[src/rtl/core/i2a_pkg.sv]
package i2a_pkg;

  // width of the value that is converted, low bits of the input word
  localparam int unsigned VALUE_BITS = 64;
  localparam int unsigned NumberW = 64;

  // most characters of one conversion
  localparam int unsigned DIGIT_DEPTH = 20;
  localparam int unsigned DigitW = 4;
  localparam int unsigned BcdBits = DIGIT_DEPTH * DigitW;

  // double dabble handles four bits of the value per cycle
  localparam int unsigned StepsPerCycle = 4;
  localparam int unsigned DabbleIter = (VALUE_BITS + StepsPerCycle - 1) / StepsPerCycle;
  localparam int unsigned PadBits = DabbleIter * StepsPerCycle;
  localparam int unsigned IterCntW = $clog2(DabbleIter + 1);

  localparam int unsigned CharW = 8;
  localparam int unsigned LenW = 5;
  localparam int unsigned IdxW = $clog2(DIGIT_DEPTH);
  localparam int unsigned OutDataW = 16;

  typedef enum logic [1:0] {
    ACT_DEC       = 2'd0,
    ACT_HEX_LOWER = 2'd1,
    ACT_HEX_UPPER = 2'd2
  } action_e;

  // classified item, front to converter
  typedef struct packed {
    logic [PadBits-1:0] mag;
    logic               dec;
    logic               upper;
    logic               neg;
  } job_t;

  // finished digits, converter to emitter, least significant digit lowest
  typedef struct packed {
    logic [BcdBits-1:0] digits;
    logic               upper;
    logic               neg;
  } conv_res_t;

endpackage

[src/rtl/core/i2a_front.sv]
module i2a_front (
  input  logic                clk_i,
  input  logic                rst_ni,
  input  logic                s_valid_i,
  output logic                s_ready_o,
  input  logic [1:0]          action_i,
  input  logic [63:0]         number_i,
  output logic                q_valid_o,
  input  logic                q_pop_i,
  output i2a_pkg::job_t       q_data_o
);
  import i2a_pkg::*;

  localparam int unsigned QDepth = 2;

  job_t                  entries_q [QDepth];
  logic                  wr_ptr_q, rd_ptr_q;
  logic [1:0]            cnt_q;
  logic                  push, pop;
  job_t                  job;
  logic [VALUE_BITS-1:0] val;

  // classify: sign, magnitude, letter case
  always_comb begin
    val       = number_i[VALUE_BITS-1:0];
    job.dec   = (action_i == ACT_DEC);
    job.upper = (action_i != ACT_DEC) && (action_i != ACT_HEX_LOWER);
    job.neg   = job.dec && val[VALUE_BITS-1];
    // negation as unsigned keeps the most negative value exact
    job.mag   = PadBits'(job.neg ? (~val + VALUE_BITS'(1)) : val);
  end

  assign s_ready_o = (cnt_q != 2'(QDepth));
  assign push      = s_valid_i && s_ready_o;
  assign q_valid_o = (cnt_q != 2'd0);
  assign pop       = q_pop_i && q_valid_o;
  assign q_data_o  = entries_q[rd_ptr_q];

  always_ff @(posedge clk_i) begin
    if (push) begin
      entries_q[wr_ptr_q] <= job;
    end
  end

  always_ff @(posedge clk_i or negedge rst_ni) begin
    if (!rst_ni) begin
      wr_ptr_q <= 1'b0;
      rd_ptr_q <= 1'b0;
      cnt_q    <= 2'd0;
    end else begin
      if (push) wr_ptr_q <= ~wr_ptr_q;
      if (pop)  rd_ptr_q <= ~rd_ptr_q;
      unique case ({push, pop})
        2'b10:   cnt_q <= cnt_q + 2'd1;
        2'b01:   cnt_q <= cnt_q - 2'd1;
        default: cnt_q <= cnt_q;
      endcase
    end
  end

endmodule

[src/rtl/core/i2a_conv.sv]
module i2a_conv (
  input  logic                 clk_i,
  input  logic                 rst_ni,
  input  logic                 q_valid_i,
  output logic                 q_pop_o,
  input  i2a_pkg::job_t        q_data_i,
  output logic                 res_valid_o,
  input  logic                 res_ready_i,
  output i2a_pkg::conv_res_t   res_o
);
  import i2a_pkg::*;

  typedef enum logic [1:0] {
    CONV_IDLE,
    CONV_RUN,
    CONV_HOLD
  } conv_state_e;

  localparam int unsigned ShW = BcdBits + PadBits;

  conv_state_e          state_q, state_d;
  logic [BcdBits-1:0]   bcd_q;
  logic [PadBits-1:0]   bin_q;
  logic [IterCntW-1:0]  cnt_q;
  logic                 upper_q, neg_q;
  logic [ShW-1:0]       sh;
  logic                 take;

  // four double dabble steps: add 3 to digits of 5 or more, then shift
  always_comb begin
    logic [DigitW-1:0] dig;
    sh = {bcd_q, bin_q};
    for (int s = 0; s < StepsPerCycle; s++) begin
      for (int d = 0; d < DIGIT_DEPTH; d++) begin
        dig = sh[PadBits + d*DigitW +: DigitW];
        if (dig >= 4'd5) sh[PadBits + d*DigitW +: DigitW] = dig + 4'd3;
      end
      sh = sh << 1;
    end
  end

  // next state
  always_comb begin
    state_d = state_q;
    unique case (state_q)
      CONV_IDLE: if (q_valid_i) state_d = q_data_i.dec ? CONV_RUN : CONV_HOLD;
      CONV_RUN:  if (cnt_q == IterCntW'(1)) state_d = CONV_HOLD;
      CONV_HOLD: if (res_ready_i) state_d = CONV_IDLE;
      default:   state_d = CONV_IDLE;
    endcase
  end

  // outputs
  always_comb begin
    q_pop_o     = 1'b0;
    res_valid_o = 1'b0;
    unique case (state_q)
      CONV_IDLE: q_pop_o     = 1'b1;
      CONV_HOLD: res_valid_o = 1'b1;
      default: ;
    endcase
  end

  assign take         = q_pop_o && q_valid_i;
  assign res_o.digits = bcd_q;
  assign res_o.upper  = upper_q;
  assign res_o.neg    = neg_q;

  always_ff @(posedge clk_i) begin
    if (take) begin
      upper_q <= q_data_i.upper;
      neg_q   <= q_data_i.neg;
      bin_q   <= q_data_i.mag;
      cnt_q   <= IterCntW'(DabbleIter);
      // hex digits are the nibbles of the magnitude
      bcd_q   <= q_data_i.dec ? '0 : BcdBits'(q_data_i.mag);
    end else if (state_q == CONV_RUN) begin
      bcd_q <= sh[ShW-1:PadBits];
      bin_q <= sh[PadBits-1:0];
      cnt_q <= cnt_q - IterCntW'(1);
    end
  end

  always_ff @(posedge clk_i or negedge rst_ni) begin
    if (!rst_ni) begin
      state_q <= CONV_IDLE;
    end else begin
      state_q <= state_d;
    end
  end

endmodule

[src/rtl/core/i2a_emit.sv]
module i2a_emit (
  input  logic                    clk_i,
  input  logic                    rst_ni,
  input  logic                    res_valid_i,
  output logic                    res_ready_o,
  input  i2a_pkg::conv_res_t      res_i,
  output logic                    m_valid_o,
  input  logic                    m_ready_i,
  output logic [7:0]              character_o,
  output logic [4:0]              total_length_o,
  output logic                    last_o
);
  import i2a_pkg::*;

  localparam logic [CharW-1:0] CharZero   = 8'h30;
  localparam logic [CharW-1:0] CharMinus  = 8'h2D;
  localparam logic [CharW-1:0] CharUpperA = 8'h41;
  localparam logic [CharW-1:0] CharLowerA = 8'h61;

  logic [DigitW-1:0] digits_q [DIGIT_DEPTH];
  logic              busy_q, neg_pend_q, upper_q;
  logic [IdxW-1:0]   rd_idx_q;
  logic [LenW-1:0]   remain_q, total_q;
  logic              out_valid_q, out_last_q;
  logic [CharW-1:0]  out_char_q;
  logic [LenW-1:0]   out_len_q;

  logic              take, slot_free, load_char;
  logic [LenW-1:0]   ndig, total;
  logic [DigitW-1:0] cur_dig;
  logic [CharW-1:0]  cur_char;

  // digit count of the new run and its length with the sign
  always_comb begin
    ndig = LenW'(1);
    for (int i = 1; i < DIGIT_DEPTH; i++) begin
      if (res_i.digits[i*DigitW +: DigitW] != '0) ndig = LenW'(i + 1);
    end
    total = ndig + LenW'(res_i.neg);
    if (total > LenW'(DIGIT_DEPTH)) total = LenW'(DIGIT_DEPTH);
  end

  always_comb begin
    cur_dig = digits_q[rd_idx_q];
    if (neg_pend_q) begin
      cur_char = CharMinus;
    end else if (cur_dig <= 4'd9) begin
      cur_char = CharZero + CharW'(cur_dig);
    end else begin
      cur_char = (upper_q ? CharUpperA : CharLowerA) + CharW'(cur_dig - 4'd10);
    end
  end

  assign res_ready_o = !busy_q;
  assign take        = res_valid_i && !busy_q;
  assign slot_free   = !out_valid_q || m_ready_i;
  assign load_char   = busy_q && slot_free;

  assign m_valid_o      = out_valid_q;
  assign character_o    = out_char_q;
  assign total_length_o = out_len_q;
  assign last_o         = out_last_q;

  always_ff @(posedge clk_i) begin
    if (take) begin
      for (int i = 0; i < DIGIT_DEPTH; i++) begin
        digits_q[i] <= res_i.digits[i*DigitW +: DigitW];
      end
      upper_q <= res_i.upper;
      total_q <= total;
    end
    if (load_char) begin
      out_char_q <= cur_char;
      out_len_q  <= total_q;
      out_last_q <= (remain_q == LenW'(1));
    end
  end

  always_ff @(posedge clk_i or negedge rst_ni) begin
    if (!rst_ni) begin
      busy_q      <= 1'b0;
      neg_pend_q  <= 1'b0;
      rd_idx_q    <= '0;
      remain_q    <= '0;
      out_valid_q <= 1'b0;
    end else begin
      if (take) begin
        busy_q     <= 1'b1;
        neg_pend_q <= res_i.neg;
        rd_idx_q   <= IdxW'(ndig - LenW'(1));
        remain_q   <= total;
      end else if (load_char) begin
        if (neg_pend_q) neg_pend_q <= 1'b0;
        else            rd_idx_q   <= rd_idx_q - IdxW'(1);
        remain_q <= remain_q - LenW'(1);
        if (remain_q == LenW'(1)) busy_q <= 1'b0;
      end
      if (load_char)      out_valid_q <= 1'b1;
      else if (m_ready_i) out_valid_q <= 1'b0;
    end
  end

  a_busy_has_chars : assert property (@(posedge clk_i) disable iff (!rst_ni)
    busy_q |-> (remain_q != '0) && (remain_q <= total_q))
    else $error("run busy without characters left");

  a_digit_index : assert property (@(posedge clk_i) disable iff (!rst_ni)
    (busy_q && !neg_pend_q) |-> (remain_q == LenW'(rd_idx_q) + LenW'(1)))
    else $error("digit index out of step with characters left");

  a_last_ends_run : assert property (@(posedge clk_i) disable iff (!rst_ni)
    (load_char && (remain_q == LenW'(1))) |=> (!busy_q && out_valid_q && out_last_q))
    else $error("final character did not end the run");

endmodule

[src/rtl/core/integer_to_ascii_formatter.sv]
// integer to ascii formatter
// takes a 64-bit value and a mode on the slave stream and sends its text, one ascii
// character per transfer, most significant first, on the master stream
// s_axis: tdata carries the value, tuser the mode (0 signed decimal, 1 lowercase hex,
//   2 or 3 uppercase hex); a transfer is taken while the two-entry input queue has room
// m_axis: tdata carries the character and the run length, tlast flags the final character
// no leading zeros; zero gives a single '0'; decimal negatives get a leading '-'
// the path to the first character runs through the queue, 16 double dabble passes of four bits
//   each in decimal (none in hex), the hand-off and the output register
// throughput: the emitter loads each run and then sends one character per cycle while the
//   receiver is ready; conversion of the next item overlaps the current run
// reset clears queue pointers, converter state and output valid; nothing is emitted
// while the receiver stalls, the output register holds its character and the emitter,
//   converter and input queue fill up in turn before tready drops
module integer_to_ascii_formatter (
  input  logic        clk_i,
  input  logic        rst_ni,
  // slave stream
  input  logic        s_axis_tvalid,
  output logic        s_axis_tready,
  input  logic [63:0] s_axis_tdata,   // [63:0] number
  input  logic [1:0]  s_axis_tuser,   // [1:0] action
  // master stream
  output logic        m_axis_tvalid,
  input  logic        m_axis_tready,
  output logic [15:0] m_axis_tdata,   // [7:0] character, [12:8] total_length, [15:13] zero
  output logic        m_axis_tlast    // last
);
  import i2a_pkg::*;

  job_t       q_data;
  logic       q_valid, q_pop;
  conv_res_t  res;
  logic       res_valid, res_ready;
  logic [7:0] character;
  logic [4:0] total_length;

  // front: classify and queue
  i2a_front u_front (
    .clk_i     (clk_i),
    .rst_ni    (rst_ni),
    .s_valid_i (s_axis_tvalid),
    .s_ready_o (s_axis_tready),
    .action_i  (s_axis_tuser),
    .number_i  (s_axis_tdata),
    .q_valid_o (q_valid),
    .q_pop_i   (q_pop),
    .q_data_o  (q_data)
  );

  // back: digit extraction
  i2a_conv u_conv (
    .clk_i       (clk_i),
    .rst_ni      (rst_ni),
    .q_valid_i   (q_valid),
    .q_pop_o     (q_pop),
    .q_data_i    (q_data),
    .res_valid_o (res_valid),
    .res_ready_i (res_ready),
    .res_o       (res)
  );

  // back: character emission
  i2a_emit u_emit (
    .clk_i          (clk_i),
    .rst_ni         (rst_ni),
    .res_valid_i    (res_valid),
    .res_ready_o    (res_ready),
    .res_i          (res),
    .m_valid_o      (m_axis_tvalid),
    .m_ready_i      (m_axis_tready),
    .character_o    (character),
    .total_length_o (total_length),
    .last_o         (m_axis_tlast)
  );

  assign m_axis_tdata = {3'b000, total_length, character};

endmodule
[config.mk]
export PLATFORM = sky130hd
export DESIGN_NAME = integer_to_ascii_formatter
export DESIGN_NICKNAME = d
export VERILOG_FILES = /design/src/rtl/core/i2a_pkg.sv /design/src/rtl/core/i2a_front.sv /design/src/rtl/core/i2a_conv.sv /design/src/rtl/core/i2a_emit.sv /design/src/rtl/core/integer_to_ascii_formatter.sv
export SDC_FILE = /design/constraint.sdc
export NUM_CORES = 1
export LEC_CHECK = 0
export ABC_AREA = 1
export ABC_CLOCK_PERIOD_IN_PS = 5100
export BUFFER_PORTS_ARGS = -buffer_cell sky130_fd_sc_hd__buf_2
export CORE_ASPECT_RATIO = 0.8
export CORE_MARGIN = 5
export CORE_UTILIZATION = 45
export CTS_BUF_LIST = sky130_fd_sc_hd__clkbuf_8
export CTS_CLUSTER_DIAMETER = 50
export CTS_CLUSTER_SIZE = 24
export DETAILED_ROUTE_END_ITERATION = 16
export PLACE_DENSITY_LB_ADDON = 0.15
export SLEW_MARGIN = 20
export SYNTH_ARGS = -nofsm -noshare
export SYNTH_HDL_FRONTEND = slang
export SYNTH_SLANG_ARGS = --single-unit
[constraint.sdc]
create_clock -name clk_i -period 5.1 [get_ports clk_i]
set_clock_uncertainty 0.15 [all_clocks]
set_input_delay 0.255 -clock clk_i [delete_from_list [all_inputs] [get_ports clk_i]]
set_output_delay 0.255 -clock clk_i [all_outputs]
set_load 0.02 [all_outputs]
==> summary.md <==
| Metric | Value |
|---|---|
| Relative slew slack | `0.407` |
| Clock sinks | `about 400` |
| Synthesis Warnings | `0` |
| Total GRT Usage | `0.196` |
| R2r startpoint | `u_conv.bcd_q[40]$_DFFE_PP_` |
| Drt wl/cell | `roughly 16 um` |
| Final setup TNS | `0 ps` |
| Fin crit period | `4620 ps` |
| Syn Inst Count | `3,115` |
| Flop2flop setup slack | `just under 500 ps` |
| Final worst-path cycle share | `0.906` |
| DRT iter0 DRCs | `about 1,300` |
| Ys flop type | `edfxtp_1` |
| Min-delay worst type | `in -> reg` |
| Worst setup SP type | `flop` |
| Chip height | `roughly 230 um` |
| IO Pins | `slightly below 90` |
| Ant. Diodes | `0` |
| Post-synth EDFFs | `380` |
| First drt pass iteration count | `6` |
| Post-synthesis average cell area | `about 8.4 sq um` |
| Endpoints failing setup | `0` |
| Fraction of registers with async set/reset | `0.0470` |
| Max-slew violation count | `0` |
| Yosys cell types | `58` |
| Die footprint | `62,900 sq um` |
| Final HPWL DP | `approximately 46,000 um` |
| Row count | `between 70 and 80` |
| Critical Path RT | `5270 ps` |
| Crit path kind | `reg -> reg` |
| First-pass GRT wire length | `between 100,000 and 150,000 um` |
| Die Width | `between 200 and 300 um` |
| Crit path to | `u_conv.bcd_q[42]$_DFFE_PP_` |
| Overflow after GRT | `0` |
| Sequential area share after synthesis | `0.459` |
| GPL Wtd Cong | `between 0.8 and 0.9` |
| Max Cap Viol | `0` |
| #FFs+latches synth | `around 400` |
| Starting Density | `0.451` |
| Vias | `21,000` |
| Std-Cell Core Area | `a little under 60,000 sq um` |
| R2R depth | `24` |
| Worst-Skew Late Latency | `approximately 660 ps` |
| Clock-pin slew on the worst setup and hold paths | `roughly 120 ps` |
| RSZ-0062 raised after global routing | `no` |
| Share of layout cells above drive strength 1 | `0.0916` |
| TritonCTS Buffers | `39` |
| Final wirelength | `around 64,000 um` |
| Fmax | `between 0.2 and 0.25 GHz` |
| DRC Markers | `0` |
| Drt via density | `5.15` |
| CP Capture Type | `flop` |
| TritonCTS clock tree | `done` |
| Arrival time at the worst endpoint | `~4800 ps` |
| Largest net degree at the start of global routing | `between 70 and 80` |
| Post CTS Setup Buffer Count | `0` |
| Clock Tree Buf Depth | `3` |
| Fin. Hold Viols | `0` |
| Htree depth | `2` |
| Fin nets | `~3,500` |
| Layout area overhead | `11.8%` |
| Setup crit start | `u_conv.bcd_q[40]$_DFFE_PP_` |
| Antenna-violating nets left | `0` |
| Worst Max-Slew Pin Slew | `approximately 890 ps` |
| Synthesized area | `about 26,000 sq um` |
| R2r endpoint | `u_conv.bcd_q[42]$_DFFE_PP_` |
| Outcome | `completed` |
| Clock root cell | `clkbuf_8` |
| Worst Path Max Fanout | `5` |
| Vias in the first global route | `a little over 20,000` |
| Initial antenna violation count | `1` |
| Number of buffers added on ports | `85` |
==> registers in the layout, summed over array words and instances (netlist names) <==
name and cells:
u_front.cnt_q 2, u_conv.neg_q 1, u_conv.cnt_q 5, u_conv.bin_q 64
u_emit.total_length_o 5, u_emit.rd_idx_q 5, u_emit.busy_q 1, u_conv.upper_q 1
u_conv.bcd_q 80, u_emit.character_o 8, u_emit.digits_q 80, u_emit.total_q 5
u_emit.remain_q 5, u_front.wr_ptr_q 1, u_emit.upper_q 1, u_emit.last_o 1
u_front.entries_q 134, u_conv.state_q 2, u_emit.m_valid_o 1, u_front.rd_ptr_q 1
u_emit.neg_pend_q 1
==> critical path, cell delays in order (launching register included) <==
cell,delay [ps]
edfxtp_1,480
inv_1,110
ha_1,160
inv_1,50
o21ai_1,150
nand2_1,120
xor2_1,270
inv_1,130
ha_1,210
o21ai_0,160
nand2_1,130
xor2_1,340
ha_1,200
inv_1,60
o21ai_1,160
nand2_1,120
xor2_1,330
ha_1,250
inv_1,70
o21ai_0,150
nand2_1,120
inv_1,90
nand2_1,50
o211ai_1,90
o21ai_0,150
==> synthesized netlist by cell type, types with 20 or more instances <==
library cell / n / share of area
a21oi_1: 127 / 0.024
nor3_1: 26 / 0.0050
clkbuf_1: 45 / 0.0065
or2_2: 20 / 0.0048
xor2_1: 93 / 0.031
o21ai_1: 59 / 0.011
o21ai_0: 218 / 0.042
nand3_1: 74 / 0.014
o22ai_1: 49 / 0.012
nor2_1: 255 / 0.037
edfxtp_1: 380 / 0.44
nand2_1: 862 / 0.12
ha_1: 178 / 0.085
xnor2_1: 44 / 0.015
inv_1: 451 / 0.065
o21ai_2: 51 / 0.017
==> worst min-delay path by stage <==
| stage | from | to | slack (ps) | depth (start not counted) |
|---|---|---|---|---|
| 2_1_floorplan | rst_ni | u_conv.state_q[0]$_DFFE_PN0P_ | -190 | 0 |
| 3_3_place_gp | rst_ni | u_emit.busy_q$_DFFE_PN0P_ | 130 | 1 |
| 3_5_place_dp | rst_ni | u_emit.m_valid_o$_DFFE_PN0P_ | 130 | 1 |
| 4_1_cts | s_axis_tuser[1] | u_front.entries_q[0][1]$_DFFE_PP_ | 170 | 2 |
| 5_1_grt | s_axis_tuser[1] | u_front.entries_q[0][1]$_DFFE_PP_ | 210 | 2 |
| 6_report | s_axis_tuser[1] | u_front.entries_q[0][1]$_DFFE_PP_ | 240 | 2 |
==> stage by stage <==
stage	util	area [sq um]	worst slack, ps	instances	hold slack (ps)
after global placement	0.474	27400	824	3925	132
after CTS	0.504	29100	375	4077	169
final	0.504	29200	482	4077	239
after detailed placement	0.474	27400	419	3925	128
after global routing	0.504	29200	22.9	4077	212
after floorplan	-	26100	32.3	3117	-191
==> repair_timing <==
item,CTS,global route
hold buffers,80,0
endpoints found under the setup margin,0,5
endpoints found under the hold margin,154,0
resized for setup,0,6
==> layout by cell type, fill, tap and decap left out, types with 6 or more instances in the layout <==
| cell | instances |
|---|---|
| inv_2 | 6 |
| xor2_2 | 7 |
| buf_2 | 85 |
| o211ai_1 | 12 |
| nand2_1 | 861 |
| nand3b_1 | 15 |
| clkbuf_8 | 40 |
| o21ai_1 | 58 |
| xor2_1 | 89 |
| nor3_1 | 25 |
| nor2_1 | 253 |
| a21oi_1 | 126 |
| buf_4 | 20 |
| o22ai_1 | 49 |
| xnor2_1 | 44 |
| a211oi_1 | 8 |
| o21ai_2 | 51 |
| nand2_2 | 6 |
| nor4_1 | 11 |
| edfxtp_1 | 380 |
| nand4_1 | 7 |
| nand3_1 | 74 |
| dlygate4sd3_1 | 79 |
| nor2_2 | 6 |
| or2_2 | 20 |
| nand3_2 | 6 |
| clkinv_8 | 7 |
| inv_1 | 453 |
| or2_1 | 6 |
| o21ai_0 | 218 |
| ha_1 | 178 |
| dfrtp_1 | 18 |
| o221ai_1 | 11 |
==> final cells by class <==
| class | instances | area, sq um |
|---|---|---|
| Tap cell | 769 | 962 |
| Clock inverter | 32 | 352 |
| Sequential cell | 404 | 12000 |
| Clock buffer | 40 | 551 |
| Inverter | 459 | 1720 |
| Timing Repair Buffer | 185 | 1390 |
| Multi-Input combinational cell | 2188 | 12200 |
| Fill cell | 5350 | 28700 |
==> routing by layer <==
layer  routed length [um]  global-route usage  vias to the layer above
met3                 3390              0.0289                       88
li1                     -                   -                    10500
met2                28100               0.315                      473
met4                 1330              0.0515                        0
met5                    0                   0                        -
met1                30800               0.281                     9895
==> logic make-up (layout without fill, tap and decap cells) <==
kind of cell / after synthesis / in the layout / share of synthesized area
flops: 404 / 404 / 0.459
other cells: 1 / 3 / 0.000144
fa+ha+maj: 178 / 178 / 0.0854
compound gates: 555 / 555 / 0.123
buf+inv: 525 / 716 / 0.0766
simple gates: 1311 / 1311 / 0.207
xor+xnor: 141 / 141 / 0.0485
Power is left out: the tool's default activity adds up to more than one toggle a clock period on the data nets, which glitch-free logic cannot reach.
